$ cat src/sv/ctpf_pkg.sv
`timescale 1ns / 1ps
// ----------------------------------------------------------------------------
// ctpf_pkg
// Types, codes and constants shared by the timer pair forward unit.
// ----------------------------------------------------------------------------
package ctpf_pkg;

    localparam int UNITS_DEFAULT       = 2;
    localparam int ROUND_LIMIT_DEFAULT = 10000;

    localparam int CFG_W  = 25;
    localparam int CIDX_W = 3;
    localparam int WAIT_W = 25;

    localparam logic [3:0] OFS_PRA  = 4'd0;
    localparam logic [3:0] OFS_PRB  = 4'd1;
    localparam logic [3:0] OFS_TALO = 4'd4;
    localparam logic [3:0] OFS_TAHI = 4'd5;
    localparam logic [3:0] OFS_TBLO = 4'd6;
    localparam logic [3:0] OFS_TBHI = 4'd7;
    localparam logic [3:0] OFS_ICR  = 4'd13;
    localparam logic [3:0] OFS_CRA  = 4'd14;
    localparam logic [3:0] OFS_CRB  = 4'd15;

    localparam logic [7:0] RST_PRA = 8'h10;
    localparam logic [7:0] RST_PRB = 8'hFF;
    localparam logic [7:0] RST_ICR = 8'h81;
    localparam logic [7:0] RST_CRA = 8'h01;
    localparam logic [7:0] ONESHOT = 8'h08;

    localparam logic [24:0] FAIL_RESET = 25'h1FFFFFF;
    localparam logic [15:0] CPS_RESET  = 16'd19656;

    typedef enum logic [1:0] {
        MODE_WRITE   = 2'd0,
        MODE_READ    = 2'd1,
        MODE_FORWARD = 2'd2,
        MODE_RESTORE = 2'd3
    } ctpf_mode_t;

    typedef enum logic [CIDX_W-1:0] {
        CFG_FAIL_MARKER = 3'd0,
        CFG_PSID        = 3'd1,
        CFG_TIMER_PSID  = 3'd2,
        CFG_CPS         = 3'd3,
        CFG_RSID        = 3'd4
    } ctpf_cfg_idx_t;

    typedef enum logic {
        ST_IDLE = 1'b0,
        ST_RUN  = 1'b1
    } ctpf_state_t;

    typedef struct packed {
        logic [1:0]  mode;
        logic        unit;
        logic [3:0]  reg_offset;
        logic [7:0]  write_data;
        logic [15:0] time_limit;
        logic        cpu_irq_flag;
    } ctpf_cmd_t;

    typedef struct packed {
        logic [7:0]        read_data;
        logic [WAIT_W-1:0] wait_cycles;
        logic              interrupt_found;
    } ctpf_result_t;

    typedef struct packed {
        logic [15:0] cnt_a;
        logic [15:0] cnt_b;
        logic [15:0] lat_a;
        logic [15:0] lat_b;
        logic [7:0]  cra;
        logic [7:0]  crb;
        logic [7:0]  mask;
        logic [7:0]  status;
        logic        susp_a;
        logic        susp_b;
        logic [16:0] waited;
    } ctpf_work_t;

    typedef struct packed {
        logic done;
        logic found;
        logic fail;
    } ctpf_step_t;

endpackage

$ cat src/sv/ctpf_round.sv
`timescale 1ns / 1ps
// ----------------------------------------------------------------------------
// ctpf_round
// One underflow round of a forward transaction: picks the next underflow,
// advances the wait, reloads, stops one-shots and flags armed interrupts.
// ----------------------------------------------------------------------------
module ctpf_round (
    input  ctpf_pkg::ctpf_work_t work,
    input  logic [15:0]          limit,
    output ctpf_pkg::ctpf_work_t work_next,
    output ctpf_pkg::ctpf_step_t step
);

    logic        linked;
    logic        st0;
    logic        st1;
    logic        run_a;
    logic        run_b;
    logic        equal;
    logic        a_first;
    logic        c2_run;
    logic [15:0] c1;
    logic [16:0] sum;
    logic [15:0] rem;
    logic [16:0] rem_full;

    always_comb
    begin
        work_next = work;
        step      = '0;
        linked    = (work.crb[6:5] == 2'b10);
        st0       = work.cra[0] & ~work.susp_a;
        st1       = work.crb[0] & (~work.susp_b | (linked & st0));
        run_a     = st0;
        run_b     = work.crb[0] & ~work.susp_b;
        equal     = run_a & run_b & (work.cnt_a == work.cnt_b);
        a_first   = run_a & (~run_b | (work.cnt_a < work.cnt_b));
        c2_run    = a_first ? run_b : run_a;
        rem_full  = {1'b0, limit} - work.waited;
        rem       = rem_full[15:0];
        c1        = (linked & st1) ? work.cnt_a : (a_first ? work.cnt_a : work.cnt_b);
        sum       = work.waited + {1'b0, c1};

        if (!(st0 | st1) || !(work.mask[0] | work.mask[1]))
        begin
            step.done = 1'b1;
            step.fail = 1'b1;
        end
        else if (linked && st1)
        begin
            if (!st0)
            begin
                step.done = 1'b1;
                step.fail = 1'b1;
            end
            else
            begin
                if (work.cnt_a == 16'd0)
                    work_next.susp_a = 1'b1;
                if (sum >= {1'b0, limit})
                begin
                    work_next.cnt_a = work.cnt_a - rem;
                    step.done = 1'b1;
                    step.fail = 1'b1;
                end
                else
                begin
                    work_next.waited = sum;
                    work_next.cnt_a  = work.lat_a;
                    if (work.lat_a != 16'd0)
                        work_next.susp_a = 1'b0;
                    work_next.status[0] = 1'b1;
                    if (work.cra[3])
                        work_next.cra[0] = 1'b0;
                    if (work.cnt_b == 16'd0)
                    begin
                        work_next.cnt_b = work.lat_b;
                        if (work.lat_b != 16'd0)
                            work_next.susp_b = 1'b0;
                        work_next.status[1] = 1'b1;
                        if (work.crb[3])
                            work_next.crb[0] = 1'b0;
                        if (work.mask[1])
                        begin
                            work_next.status[7] = 1'b1;
                            step.done  = 1'b1;
                            step.found = 1'b1;
                        end
                    end
                    else
                        work_next.cnt_b = work.cnt_b - 16'd1;
                end
            end
        end
        else
        begin
            if (run_a && work.cnt_a == 16'd0)
                work_next.susp_a = 1'b1;
            if (run_b && work.cnt_b == 16'd0)
                work_next.susp_b = 1'b1;
            if (sum >= {1'b0, limit})
            begin
                step.done = 1'b1;
                step.fail = 1'b1;
                if (equal || a_first || c2_run)
                    work_next.cnt_a = work.cnt_a - rem;
                if (equal || !a_first || c2_run)
                    work_next.cnt_b = work.cnt_b - rem;
            end
            else
            begin
                work_next.waited = sum;
                if (equal || a_first)
                begin
                    work_next.cnt_a = work.lat_a;
                    if (work.lat_a != 16'd0)
                        work_next.susp_a = 1'b0;
                    work_next.status[0] = 1'b1;
                    if (work.cra[3])
                        work_next.cra[0] = 1'b0;
                end
                else if (c2_run)
                    work_next.cnt_a = work.cnt_a - c1;
                if (equal || !a_first)
                begin
                    work_next.cnt_b = work.lat_b;
                    if (work.lat_b != 16'd0)
                        work_next.susp_b = 1'b0;
                    work_next.status[1] = 1'b1;
                    if (work.crb[3])
                        work_next.crb[0] = 1'b0;
                end
                else if (c2_run)
                    work_next.cnt_b = work.cnt_b - c1;
                if ((equal && (work.mask[0] | work.mask[1]))
                    || (!equal && a_first && work.mask[0])
                    || (!equal && !a_first && work.mask[1]))
                begin
                    work_next.status[7] = 1'b1;
                    step.done  = 1'b1;
                    step.found = 1'b1;
                end
            end
        end
    end

endmodule

$ cat src/sv/cia_timer_pair_forward_unit.sv
`timescale 1ns / 1ps
// ----------------------------------------------------------------------------
// cia_timer_pair_forward_unit
// Two interval timer units with register access and next-interrupt forward.
// ----------------------------------------------------------------------------
// channel   direction  signals                      transaction at
// command   in         start, busy, cmd             start & !busy
// result    out        done, result                 done (one cycle)
// config    in         cfg_we, cfg_index, cfg_data  cfg_we
//
// Write, read and restore transactions give their result in the cycle after start.
// Forward runs one underflow round per cycle in the round unit, with busy
// high until the result cycle.
// Reset clears all unit registers, latches, suspend and status flags.
// The receiver cannot stall; done pulses for one cycle per transaction.
// ----------------------------------------------------------------------------
module cia_timer_pair_forward_unit #(
    parameter int UNITS       = ctpf_pkg::UNITS_DEFAULT,
    parameter int ROUND_LIMIT = ctpf_pkg::ROUND_LIMIT_DEFAULT
) (
    input  logic                          clk,
    input  logic                          rst_n,
    input  logic                          start,
    output logic                          busy,
    input  ctpf_pkg::ctpf_cmd_t           cmd,
    output logic                          done,
    output ctpf_pkg::ctpf_result_t        result,
    input  logic                          cfg_we,
    input  logic [ctpf_pkg::CIDX_W-1:0]   cfg_index,
    input  logic [ctpf_pkg::CFG_W-1:0]    cfg_data
);

    localparam int UW = (UNITS > 1) ? $clog2(UNITS) : 1;

    ctpf_pkg::ctpf_state_t  state_reg, state_next;
    logic [7:0]             regs_reg  [UNITS][16];
    logic [15:0]            latch_reg [UNITS][2];
    logic                   susp_reg  [UNITS][2];
    logic [7:0]             stat_reg  [UNITS];
    ctpf_pkg::ctpf_work_t   work_reg;
    ctpf_pkg::ctpf_work_t   work_next;
    ctpf_pkg::ctpf_step_t   step;
    logic [15:0]            limit_reg;
    logic [15:0]            rcnt_reg;
    logic [UW-1:0]          unit_reg;
    logic                   done_reg;
    ctpf_pkg::ctpf_result_t result_reg;

    logic [24:0]            fail_marker_reg;
    logic                   psid_reg;
    logic                   tdpsid_reg;
    logic [15:0]            cps_reg;
    logic                   rsid_reg;

    logic [UW-1:0]          uidx;
    logic                   accept;
    logic                   fwd_start;
    logic                   blocked;
    logic                   cap_hit;
    logic                   finish;

    assign uidx      = (UNITS == 1) ? '0 : UW'(cmd.unit);
    assign accept    = start && !busy;
    assign blocked   = !psid_reg && cmd.cpu_irq_flag && (uidx == '0);
    assign fwd_start = accept && (cmd.mode == ctpf_pkg::MODE_FORWARD) && !blocked;
    assign cap_hit   = (rcnt_reg == 16'(ROUND_LIMIT - 1));
    assign finish    = (state_reg == ctpf_pkg::ST_RUN) && (step.done || cap_hit);
    assign busy      = (state_reg == ctpf_pkg::ST_RUN);
    assign done      = done_reg;
    assign result    = result_reg;

    ctpf_round u_round (
        .work      (work_reg),
        .limit     (limit_reg),
        .work_next (work_next),
        .step      (step)
    );

    always_comb
    begin
        state_next = state_reg;
        unique case (state_reg)
            ctpf_pkg::ST_IDLE:
                if (fwd_start)
                    state_next = ctpf_pkg::ST_RUN;
            ctpf_pkg::ST_RUN:
                if (finish)
                    state_next = ctpf_pkg::ST_IDLE;
            default:
                state_next = ctpf_pkg::ST_IDLE;
        endcase
    end

    always_ff @(posedge clk or negedge rst_n)
    begin
        if (!rst_n)
            state_reg <= ctpf_pkg::ST_IDLE;
        else
            state_reg <= state_next;
    end

    always_ff @(posedge clk or negedge rst_n)
    begin
        if (!rst_n)
        begin
            fail_marker_reg <= ctpf_pkg::FAIL_RESET;
            psid_reg        <= 1'b0;
            tdpsid_reg      <= 1'b0;
            cps_reg         <= ctpf_pkg::CPS_RESET;
            rsid_reg        <= 1'b0;
        end
        else if (cfg_we)
        begin
            unique case (cfg_index)
                ctpf_pkg::CFG_FAIL_MARKER: fail_marker_reg <= cfg_data;
                ctpf_pkg::CFG_PSID:        psid_reg        <= cfg_data[0];
                ctpf_pkg::CFG_TIMER_PSID:  tdpsid_reg      <= cfg_data[0];
                ctpf_pkg::CFG_CPS:         cps_reg         <= cfg_data[15:0];
                ctpf_pkg::CFG_RSID:        rsid_reg        <= cfg_data[0];
                default: ;
            endcase
        end
    end

    always_ff @(posedge clk)
    begin
        if (fwd_start)
        begin
            work_reg.cnt_a  <= {regs_reg[uidx][ctpf_pkg::OFS_TAHI],
                                regs_reg[uidx][ctpf_pkg::OFS_TALO]};
            work_reg.cnt_b  <= {regs_reg[uidx][ctpf_pkg::OFS_TBHI],
                                regs_reg[uidx][ctpf_pkg::OFS_TBLO]};
            work_reg.lat_a  <= latch_reg[uidx][0];
            work_reg.lat_b  <= latch_reg[uidx][1];
            work_reg.cra    <= regs_reg[uidx][ctpf_pkg::OFS_CRA];
            work_reg.crb    <= regs_reg[uidx][ctpf_pkg::OFS_CRB];
            work_reg.mask   <= regs_reg[uidx][ctpf_pkg::OFS_ICR];
            work_reg.status <= stat_reg[uidx];
            work_reg.susp_a <= susp_reg[uidx][0];
            work_reg.susp_b <= susp_reg[uidx][1];
            work_reg.waited <= '0;
            limit_reg       <= cmd.time_limit;
            unit_reg        <= uidx;
            rcnt_reg        <= '0;
        end
        else if (state_reg == ctpf_pkg::ST_RUN)
        begin
            work_reg <= work_next;
            rcnt_reg <= rcnt_reg + 16'd1;
        end
    end

    always_ff @(posedge clk or negedge rst_n)
    begin
        if (!rst_n)
        begin
            for (int u = 0; u < UNITS; u++)
            begin
                for (int o = 0; o < 16; o++)
                    regs_reg[u][o] <= '0;
                latch_reg[u][0] <= '0;
                latch_reg[u][1] <= '0;
                susp_reg[u][0]  <= 1'b0;
                susp_reg[u][1]  <= 1'b0;
                stat_reg[u]     <= '0;
            end
            done_reg   <= 1'b0;
            result_reg <= '0;
        end
        else
        begin
            done_reg <= finish || (accept && !fwd_start);
            if (finish)
            begin
                regs_reg[unit_reg][ctpf_pkg::OFS_TALO] <= work_next.cnt_a[7:0];
                regs_reg[unit_reg][ctpf_pkg::OFS_TAHI] <= work_next.cnt_a[15:8];
                regs_reg[unit_reg][ctpf_pkg::OFS_TBLO] <= work_next.cnt_b[7:0];
                regs_reg[unit_reg][ctpf_pkg::OFS_TBHI] <= work_next.cnt_b[15:8];
                regs_reg[unit_reg][ctpf_pkg::OFS_CRA]  <= work_next.cra;
                regs_reg[unit_reg][ctpf_pkg::OFS_CRB]  <= work_next.crb;
                susp_reg[unit_reg][0] <= work_next.susp_a;
                susp_reg[unit_reg][1] <= work_next.susp_b;
                stat_reg[unit_reg]    <= work_next.status;
                result_reg.read_data  <= '0;
                if (step.done && step.fail)
                    result_reg.wait_cycles <= fail_marker_reg;
                else
                    result_reg.wait_cycles <= 25'(work_next.waited);
                result_reg.interrupt_found <= step.done && step.found;
            end
            else if (accept)
            begin
                result_reg.read_data <= (cmd.mode == ctpf_pkg::MODE_READ)
                    ? ((cmd.reg_offset == ctpf_pkg::OFS_ICR) ? stat_reg[uidx]
                                                              : regs_reg[uidx][cmd.reg_offset])
                    : 8'd0;
                result_reg.wait_cycles <= (cmd.mode == ctpf_pkg::MODE_FORWARD && blocked)
                    ? fail_marker_reg : 25'd0;
                result_reg.interrupt_found <= 1'b0;
                unique case (cmd.mode)
                    ctpf_pkg::MODE_WRITE:
                    begin
                        if (!(uidx == '0 && cmd.reg_offset <= ctpf_pkg::OFS_PRB))
                        begin
                            if (cmd.reg_offset == ctpf_pkg::OFS_ICR)
                            begin
                                if (cmd.write_data[7])
                                    regs_reg[uidx][ctpf_pkg::OFS_ICR] <=
                                        regs_reg[uidx][ctpf_pkg::OFS_ICR]
                                        | {3'b000, cmd.write_data[4:0]};
                                else
                                    regs_reg[uidx][ctpf_pkg::OFS_ICR] <=
                                        regs_reg[uidx][ctpf_pkg::OFS_ICR]
                                        & ~{3'b000, cmd.write_data[4:0]};
                            end
                            else
                            begin
                                regs_reg[uidx][cmd.reg_offset] <= cmd.write_data;
                                if (cmd.reg_offset[3:2] == 2'b01)
                                begin
                                    if (cmd.reg_offset[0])
                                    begin
                                        latch_reg[uidx][cmd.reg_offset[1]][15:8] <=
                                            cmd.write_data;
                                        if ({cmd.write_data,
                                             latch_reg[uidx][cmd.reg_offset[1]][7:0]} != 16'd0)
                                            susp_reg[uidx][cmd.reg_offset[1]] <= 1'b0;
                                    end
                                    else
                                    begin
                                        latch_reg[uidx][cmd.reg_offset[1]][7:0] <=
                                            cmd.write_data;
                                        if ({latch_reg[uidx][cmd.reg_offset[1]][15:8],
                                             cmd.write_data} != 16'd0)
                                            susp_reg[uidx][cmd.reg_offset[1]] <= 1'b0;
                                    end
                                end
                            end
                        end
                    end
                    ctpf_pkg::MODE_READ:
                    begin
                        if (cmd.reg_offset == ctpf_pkg::OFS_ICR)
                            stat_reg[uidx] <= '0;
                    end
                    ctpf_pkg::MODE_FORWARD: ;
                    ctpf_pkg::MODE_RESTORE:
                    begin
                        regs_reg[0][ctpf_pkg::OFS_PRA] <= ctpf_pkg::RST_PRA;
                        regs_reg[0][ctpf_pkg::OFS_PRB] <= ctpf_pkg::RST_PRB;
                        regs_reg[0][ctpf_pkg::OFS_ICR] <= ctpf_pkg::RST_ICR;
                        regs_reg[0][ctpf_pkg::OFS_CRA] <= ctpf_pkg::RST_CRA;
                        regs_reg[0][ctpf_pkg::OFS_CRB] <= ctpf_pkg::ONESHOT;
                        if (!tdpsid_reg)
                        begin
                            regs_reg[0][ctpf_pkg::OFS_TALO] <= cps_reg[7:0];
                            regs_reg[0][ctpf_pkg::OFS_TAHI] <= cps_reg[15:8];
                        end
                        if (rsid_reg && UNITS > 1)
                        begin
                            regs_reg[UNITS-1 > 0 ? 1 : 0][ctpf_pkg::OFS_CRA] <=
                                ctpf_pkg::ONESHOT;
                            regs_reg[UNITS-1 > 0 ? 1 : 0][ctpf_pkg::OFS_CRB] <=
                                ctpf_pkg::ONESHOT;
                        end
                        for (int u = 0; u < UNITS; u++)
                        begin
                            if (u == 0 && !tdpsid_reg)
                                latch_reg[u][0] <= cps_reg;
                            else
                                latch_reg[u][0] <= {regs_reg[u][ctpf_pkg::OFS_TAHI],
                                                    regs_reg[u][ctpf_pkg::OFS_TALO]};
                            latch_reg[u][1] <= {regs_reg[u][ctpf_pkg::OFS_TBHI],
                                                regs_reg[u][ctpf_pkg::OFS_TBLO]};
                            susp_reg[u][0]  <= 1'b0;
                            susp_reg[u][1]  <= 1'b0;
                            stat_reg[u]     <= '0;
                        end
                    end
                    default: ;
                endcase
            end
        end
    end

    a_done_not_busy: assert property (@(posedge clk) disable iff (!rst_n)
        done |-> !busy)
        else $error("result strobe while a forward is still running");

    a_done_cause: assert property (@(posedge clk) disable iff (!rst_n)
        $rose(done) |-> ($past(start) && !$past(busy)) || $past(busy))
        else $error("result strobe without a transaction");

    a_run_entry: assert property (@(posedge clk) disable iff (!rst_n)
        $rose(busy) |-> $past(start) && $past(cmd.mode) == ctpf_pkg::MODE_FORWARD)
        else $error("busy without a forward transaction");

endmodule

$ cat config.mk
export PLATFORM = sky130hd
export DESIGN_NAME = cia_timer_pair_forward_unit
export DESIGN_NICKNAME = d
export VERILOG_FILES = /design/src/sv/ctpf_pkg.sv /design/src/sv/ctpf_round.sv /design/src/sv/cia_timer_pair_forward_unit.sv
export SDC_FILE = /design/constraint.sdc
export NUM_CORES = 2
export LEC_CHECK = 0
export BUFFER_PORTS_ARGS = -buffer_cell sky130_fd_sc_hd__buf_2
export CORE_MARGIN = 10
export CORE_UTILIZATION = 35
export DETAILED_ROUTE_END_ITERATION = 8
export PLACE_DENSITY = 0.57
export SYNTH_ARGS = -nofsm -noshare
export SYNTH_HDL_FRONTEND = slang
export SYNTH_SLANG_ARGS = --single-unit
$ cat constraint.sdc
create_clock -name clk -period 7.7 [get_ports clk]
set_input_delay 0.385 -clock clk [delete_from_list [all_inputs] [get_ports clk]]
set_output_delay 0.385 -clock clk [all_outputs]
set_load 0.01 [all_outputs]
== Word-level counts from Yosys, hierarchy flattened ==
Cells that the tools add are included.

* Memories kept: 0
* ROM bits: 0
* Output and inout port bits: 36
* Input bits: 64
* Logic and storage cells: 392
* Memory bits (writable): 0
* Bits in latches: 0
* Register bits after elaboration: 562

* Reduce and logical (&&, ||, !) cells: 66
* Add/sub/neg operators: 8
* Muxes and demuxes: 185
* Shift-type cells: 0
* Multiply operators: 0
* Bitwise gates (word level): 29
* Equality and inequality tests: 24
* $lt $le $gt $ge: 11
* Divide/modulo/power cells: 0

{| class="wikitable"
|+ Operator list
! operator !! number
|-
| bitwise mux 256 bit || 9
|-
| 2-to-1 mux 256 bit || 5
|-
| demux 128 bit (select 1 bit) || 8
|-
| 2-to-1 mux 128 bit || 4
|-
| 2-to-1 mux 16 bit || 23
|-
| 2-to-1 mux 32 bit || 9
|-
| 2-to-1 mux 64 bit || 4
|-
| 2-to-1 mux 115 bit || 2
|-
| bitwise mux 64 bit || 2
|-
| case mux 16 bit (2 select lines) || 4
|-
| case mux 64 bit (2 select lines) || 1
|-
| 2-to-1 mux 112 bit || 1
|-
| 2-to-1 mux 21 bit || 5
|-
| 2-to-1 mux 8 bit || 12
|-
| 2-to-1 mux 96 bit || 1
|-
| 2-to-1 mux 88 bit || 1
|-
| 2-to-1 mux 80 bit || 1
|-
| subtractor 16 bit || 5
|-
| 2-to-1 mux 72 bit || 1
|-
| 2-to-1 mux 34 bit || 2
|-
| demux 32 bit (select 1 bit) || 2
|-
| nonzero test 16 bit || 4
|-
| 2-to-1 mux 56 bit || 1
|-
| 2-to-1 mux 1 bit || 50
|-
| 63 further kinds || 166
|}

== Longest topological paths before layout ==
* Depth after elaboration: 20
* Gate-level depth with buffers: 34
* Mapped depth without buffers: 30

== Cells and area by module ==
Synthesis repeated with hierarchy kept, for this count alone.

* Cells, all modules: 3,502
* Area total of the unflattened synthesis: 35,263.8 um^2

{| class="wikitable"
|+ Modules (own cells, without submodules)
! module !! area each (um^2) !! sequential area each (um^2) !! cells each !! instances
|-
| cia_timer_pair_forward_unit || 27,118.5 || 14,662.8 || 2,318 || 1
|-
| ctpf_round || 8,145.3 || 0.0 || 1,184 || 1
|}

== Least setup slack after synthesis ==
OpenSTA, ideal clock, no wires.

* Path kind: register -> register
* Start: reg work_reg[98] (netlist name)
* End: reg result_reg, in the netlist result[13]
* Library setup time: 0.083 ns
* Data required time: 7.617 ns
* Clock period less this slack: 7.177 ns
* Path slack: 0.523 ns
* Buffers on the path: 3
* Arrival time: 7.095 ns
* Cell stages (with the launch flop): 33
* Cell sequence: edfxtp_1 > clkbuf_1 > inv_1 > ha_1 > nand4_1 > nor4_1 > o21ai_0 > nand3_1 > nand2_1 > clkbuf_1 > o21ai_0 > ha_1 > inv_1 > fa_1 > nand3b_1 > a31o_2 > a21boi_1 > o211a_1 > o21a_1 > nor2_1 > xnor2_1 > ha_1 > a21o_1 > a21o_1 > a211oi_1 > o21a_1 > mux2_4 > nand3_1 > o21ai_4 > mux2i_2 > buf_2 > a22oi_1 > o21ai_0

* Word-level cells in the longest chain between the ends: 14
* Elaborated cells between the ends (all ways): 40
* Classes of those cells: add/sub (1); order compare (2); eq/ne (1); mux (19); bitwise (3); reduce/logical (14)

{| class="wikitable"
|+ Ends and longest elaborated chain
! item !! line !! source
|-
| start: declaration || cia_timer_pair_forward_unit.sv:40 || <nowiki>ctpf_pkg::ctpf_work_t work_reg;</nowiki>
|-
| start signal: assignment || cia_timer_pair_forward_unit.sv:148 || <nowiki>work_reg <= work_next;</nowiki>
|-
| less-than comparator 16 bit or equality test 16 bit (tied branches) || ctpf_round.sv:37, ctpf_round.sv:36 ||
|-
| OR 1 bit or AND 1 bit (tied branches) || ctpf_round.sv:37, ctpf_round.sv:36 ||
|-
| AND 1 bit or zero test 1 bit (tied branches) || ctpf_round.sv:37, ctpf_round.sv:136, ctpf_round.sv:137 ||
|-
| 2-to-1 mux 16 bit (tied with other cells) (2 in series) || ctpf_round.sv:41 || <nowiki>c1 = (linked & st1) ? work.cnt_a : (a_first ? work.cnt_a : work.cnt_b);</nowiki>
|-
| adder 17 x 16 -> 17 bit (tied with other cells) || ctpf_round.sv:42 || <nowiki>sum = work.waited + {1'b0, c1};</nowiki>
|-
| >= comparator 17 x 16 -> 1 bit or logical OR 1 bit (tied branches) || ctpf_round.sv:60, ctpf_round.sv:101, ctpf_round.sv:137 ||
|-
| 2-to-1 mux 1 bit (tied with other cells) || ctpf_round.sv:60 || <nowiki>if (sum >= {1'b0, limit})</nowiki>
|-
| 2-to-1 mux 1 bit, on equally long branches || ctpf_round.sv:51, ctpf_round.sv:101 ||
|-
| 2-to-1 mux 3 bit || ctpf_round.sv:49 || <nowiki>else if (linked && st1)</nowiki>
|-
| 2-to-1 mux 1 bit || ctpf_round.sv:44 || <nowiki>if (!(st0 | st1) || !(work.mask[0] | work.mask[1]))</nowiki>
|-
| logical AND 1 bit or logical OR 1 bit (tied branches) || cia_timer_pair_forward_unit.sv:185, cia_timer_pair_forward_unit.sv:67 ||
|-
| 2-to-1 mux 25 bit or logical AND 1 bit (tied branches) || cia_timer_pair_forward_unit.sv:185, cia_timer_pair_forward_unit.sv:67 ||
|-
| 2-to-1 mux 34 bit or nonzero test 2 bit (tied branches) || - ||
|-
| end: declaration || cia_timer_pair_forward_unit.sv:47 || <nowiki>ctpf_pkg::ctpf_result_t result_reg;</nowiki>
|}

Several ways; a longest one is shown, not always the timed one.
A chain may end at the register's enable or synchronous reset.

== Worst setup path in the final report ==
* Start: reg work_reg[114] (netlist name)
* End: reg regs_reg[88] (netlist name)

* Word-level cells in the longest chain between the ends: 18
* Elaborated cells between the ends (all ways): 68
* Classes of those cells: add/sub (3); order compare (2); eq/ne (2); mux (40); bitwise (3); reduce/logical (18)

{| class="wikitable"
|+ Ends and longest elaborated chain
! item !! line !! source
|-
| less-than comparator 16 bit || ctpf_round.sv:37 || <nowiki>a_first = run_a & (~run_b | (work.cnt_a < work.cnt_b));</nowiki>
|-
| OR 1 bit || ctpf_round.sv:37 ||
|-
| AND 1 bit || ctpf_round.sv:37 ||
|-
| 2-to-1 mux 16 bit (2 in series) || ctpf_round.sv:41 ||
|-
| adder 17 x 16 -> 17 bit or subtractor 16 bit (tied branches) || ctpf_round.sv:42, ctpf_round.sv:123 ||
|-
| >= comparator 17 x 16 -> 1 bit or 2-to-1 mux 16 bit (tied branches) || ctpf_round.sv:60, ctpf_round.sv:101, ctpf_round.sv:122 ||
|-
| 2-to-1 mux 16 bit, on equally long branches || ctpf_round.sv:60, ctpf_round.sv:113 ||
|-
| 2-to-1 mux 32 bit, on equally long branches || ctpf_round.sv:51, ctpf_round.sv:101 ||
|-
| 2-to-1 mux 32 bit || ctpf_round.sv:49 ||
|-
| 2-to-1 mux 32 bit || ctpf_round.sv:44 ||
|-
| bitwise mux 256 bit || cia_timer_pair_forward_unit.sv:175 || <nowiki>regs_reg[unit_reg][ctpf_pkg::OFS_TALO] <= work_next.cnt_a[7:0];</nowiki>
|-
| bitwise mux 256 bit || cia_timer_pair_forward_unit.sv:176 || <nowiki>regs_reg[unit_reg][ctpf_pkg::OFS_TAHI] <= work_next.cnt_a[15:8];</nowiki>
|-
| bitwise mux 256 bit || cia_timer_pair_forward_unit.sv:177 || <nowiki>regs_reg[unit_reg][ctpf_pkg::OFS_TBLO] <= work_next.cnt_b[7:0];</nowiki>
|-
| bitwise mux 256 bit || cia_timer_pair_forward_unit.sv:178 || <nowiki>regs_reg[unit_reg][ctpf_pkg::OFS_TBHI] <= work_next.cnt_b[15:8];</nowiki>
|-
| bitwise mux 256 bit || cia_timer_pair_forward_unit.sv:179 || <nowiki>regs_reg[unit_reg][ctpf_pkg::OFS_CRA] <= work_next.cra;</nowiki>
|-
| bitwise mux 256 bit || cia_timer_pair_forward_unit.sv:180 || <nowiki>regs_reg[unit_reg][ctpf_pkg::OFS_CRB] <= work_next.crb;</nowiki>
|-
| 2-to-1 mux 256 bit || cia_timer_pair_forward_unit.sv:173 || <nowiki>if (finish)</nowiki>
|-
| end signal: indexed assignment || cia_timer_pair_forward_unit.sv:178 ||
|-
| end signal: indexed assignment || cia_timer_pair_forward_unit.sv:179 ||
|-
| end signal: indexed assignment || cia_timer_pair_forward_unit.sv:180 ||
|-
| end: declaration || cia_timer_pair_forward_unit.sv:36 || <nowiki>logic [7:0] regs_reg [UNITS][16];</nowiki>
|}

Several ways; a longest one is shown, not always the timed one.

==> flow_metrics.env <==
export IMPL_nets=3667
export IMPL_crit_reg2reg_launch="work_reg[114]"
export IMPL_fp_dieArea_um2=107500
export IMPL_grt_pass1_wl_um=180700
export IMPL_met1_length_um=52430
export IMPL_first_pass_iters=6
export IMPL_n_fill_cell=9277
export IMPL_vias_per_cell=5.955
export IMPL_layout_drive_gt1_share_pct=18.91
export IMPL_cp_start_kind="flop"
export IMPL_worstMarginPinSlew_ns=1.280
export IMPL_post_route_min_period_ns=7.309
export IMPL_grtUsageTotal_pct=21.84
export IMPL_start_util_pct=35.43
export IMPL_port_buffers=99
export IMPL_crit_fanout=16
export IMPL_clk_latency_ns=0.67
export IMPL_power_mw=12.17
export IMPL_end_kind="flop"
export IMPL_p_sw_share_pct=40.99
export IMPL_ys_top_cells_by_area="dfrtp_1 29%, edfxtp_1 9.9%, mux2_2 6.7%"
export IMPL_crit_slowest_cell="o22ai_1"
export IMPL_core_um2=93610
export IMPL_synth_edf_count=109
export IMPL_final_antenna_net_count=0
export IMPL_outcome="complete, no violations"
export IMPL_synth_area_um2=33170
export IMPL_powerDensity_nw_per_um2=320.0
export IMPL_dp_final_hpwl_um=89160
export IMPL_holdPathStages=2
export IMPL_syn_inst=3324
export IMPL_hold_path_end="cps_reg[2]"
export IMPL_period_share_pct=94.92
export IMPL_hold_class="in -> reg"
export IMPL_die_y_um=327.8
export IMPL_yosys_area_top_type="dfrtp_1"
export IMPL_timing_fmax_mhz=136.8
export IMPL_htree_levels=2
export IMPL_post_layout_nonfiller_instances=4772
export IMPL_net_switching_power_mw=4.987
export IMPL_largest_register_ffs=246
export IMPL_ys_warn_count=0
export IMPL_ioPinCount=100
export IMPL_clockBufferDepth=3
export IMPL_cts_buffers_inserted=57
export IMPL_critical_path_class="reg -> reg"
export IMPL_gp_congestion=0.9734
export IMPL_hold_viol=0
export IMPL_preCtsSetupSlack_ns=0.1309
export IMPL_clkPwrFrac_pct=23.4
export IMPL_leakage_nw=16.16
export IMPL_slowest_delay_ns=0.80
export IMPL_ff_latch_area_um2=14230
export IMPL_fp_dieW_um=327.8
export IMPL_post_route_drc_count=0
export IMPL_dp_cells=4614
export IMPL_grt_max_degree=137
export IMPL_synth_fp_nets=3524
export IMPL_synth_async_sr_flop_share_pct=74.28
export IMPL_rr_endpoint="regs_reg[88]"
export IMPL_slew_violations=0
export IMPL_fin_skew_ns=0.07837
export IMPL_slew_headroom_pct=14.12
export IMPL_yosysMostFrequentCell="dfrtp_1"
export IMPL_grt_pass1_vias=27170
export IMPL_rsz0062_at_grt="no"
export IMPL_ys_seq_area_share_pct=42.91
export IMPL_highest_layer="met5"
export IMPL_clockRootBuffer="clkbuf_16"
export IMPL_p_seq_share_pct=34.0
export IMPL_setup_ws_ns=0.3909
export IMPL_internal_power_mw=7.181
export IMPL_fp_row_count=112
export IMPL_clock_sinks=552
export IMPL_finalSetupTns_ns=0
export IMPL_syn2layout_area_growth_pct=14.66
export IMPL_clkTransAtPathRegs_ns=0.07
export IMPL_required_ns=8.29
export IMPL_irDropWorstVdd_v=0.0001967
export IMPL_synth_cell_type_count=95
export IMPL_wl_per_cell_um=25.67
export IMPL_syn_avg_cell_area_um2=9.978
export IMPL_cp_arrival_ns=7.90
export IMPL_wl_um=122500
export IMPL_drtIter0Drc=3325
export IMPL_multi_input_area_um2=17870
export IMPL_antenna_found_initial=4
export IMPL_cap_viol_max_count=0
export IMPL_synth_ff_type="dfrtp_1"
export IMPL_whs_ns=0.03548
export IMPL_vias=28420
export IMPL_yosys_top_cells_count="379 x dfrtp_1, 335 x nor2_1, 271 x nand2_1, 207 x a21oi_1, 198 x mux2_2"
export IMPL_finalSetupViolCount=0
export IMPL_cts_tree="done"
export IMPL_pwr_share_comb_pct=42.6
export IMPL_hp_start="cfg_data[2]"
export IMPL_met3WireLength_um=10450
export IMPL_met2_wirelength_um=54140
export IMPL_r2r_cells=30
export IMPL_overflow=0
export IMPL_synthDominantCellAreaShare_pct=28.60
export IMPL_ys_seq_elements=552
export IMPL_reg2reg_slack_ns=0.39
-- final cells by class --
type	instances	area share (%)
Clock inverter	31	0.7370
Sequential cell	552	37.43
Multi-Input combinational cell	2469	46.98
Inverter	111	1.099
Tap cell	1254	4.126
Timing Repair Buffer	276	5.265
Antenna cell	2	0.01316
Clock buffer	77	4.347
-- per-stage QoR --
step	util [%]	instance area (µm²)
final	40.62	38030
after global routing	40.62	38030
after CTS	40.44	37860
after detailed placement	37.95	35520
after global placement	37.95	35520
after floorplan	-	33170
-- power by group through the flow --
stage / Clock [mW] / Sequential, mW / Combinational (mW)
finish: 2.85 / 4.13 / 5.18
global route: 3.00 / 4.19 / 5.55
CTS: 2.90 / 4.11 / 5.01
detailed placement: 0 / 4.16 / 4.95
global placement: 0 / 4.15 / 4.95
floorplan: 0 / 3.93 / 3.32
-- routing by layer --
metal / GRT usage, % / up-vias
met5: 0 / -
met4: 8.936 / 8
met3: 3.563 / 254
met2: 33.37 / 1437
met1: 30.44 / 14040
li1: - / 12680
-- timing repair --
action                                  in CTS  in global routing
buffers inserted                             0                  6
hold buffers                                40                  0
endpoints found under the setup margin       0                175
gates resized for setup                      0                 18
hold endpoints to repair                   158                  0
-- critical path: cells and delay by family, from the launching register on --
family / cells / cell delay (ns)
AOI/OAI and AO/OA: 15 / 3.61
and+or+nand+nor: 6 / 1.01
muxes: 2 / 0.41
buffers and inverters: 3 / 0.63
xor gates and xnor gates: 1 / 0.24
DFF: 1 / 0.44
adders and majority gates: 3 / 0.91
-- worst max path at each step --
stage	to	slack, ns	start	cells after the start
floorplan	result[13]	0.52	work_reg[98]	32
global placement	regs_reg[214]	0.24	work_reg[114]	29
detailed placement	regs_reg[205]	0.13	work_reg[114]	30
CTS	regs_reg[205]	0.03	work_reg[114]	30
global route	work_reg[97]	0.02	work_reg[114]	31
finish	regs_reg[88]	0.39	work_reg[114]	30
-- cells by family (layout without fill, tap and decap cells) --
family                     after synthesis  count (layout)  synth area share [%]
muxes                                  384             384                 14.44
and+or+nand+nor                        958             958                 13.18
DFF                                    552             552                 42.91
adders and majority gates              136             136                 5.267
other                                    0               2                     0
xor gates and xnor gates                89              89                 2.392
AOI/OAI and AO/OA                      900             902                 18.17
buffers and inverters                  305             495                 3.644
-- layout by cell type (no fill, tap or decap), types with 42 or more instances in the layout --
| master | n |
|---|---|
| a21o_1 | 53 |
| a21oi_1 | 205 |
| a22oi_1 | 89 |
| buf_2 | 97 |
| buf_4 | 132 |
| clkbuf_16 | 58 |
| dfrtp_1 | 378 |
| edfxtp_1 | 109 |
| ha_1 | 129 |
| inv_1 | 108 |
| mux2_2 | 198 |
| mux2i_1 | 129 |
| mux4_2 | 54 |
| nand2_1 | 269 |
| nand3_1 | 90 |
| nor2_1 | 332 |
| nor3_1 | 61 |
| o21ai_0 | 177 |
| o22ai_1 | 42 |
| xnor2_1 | 54 |
(Power assumes the default switching activity.)
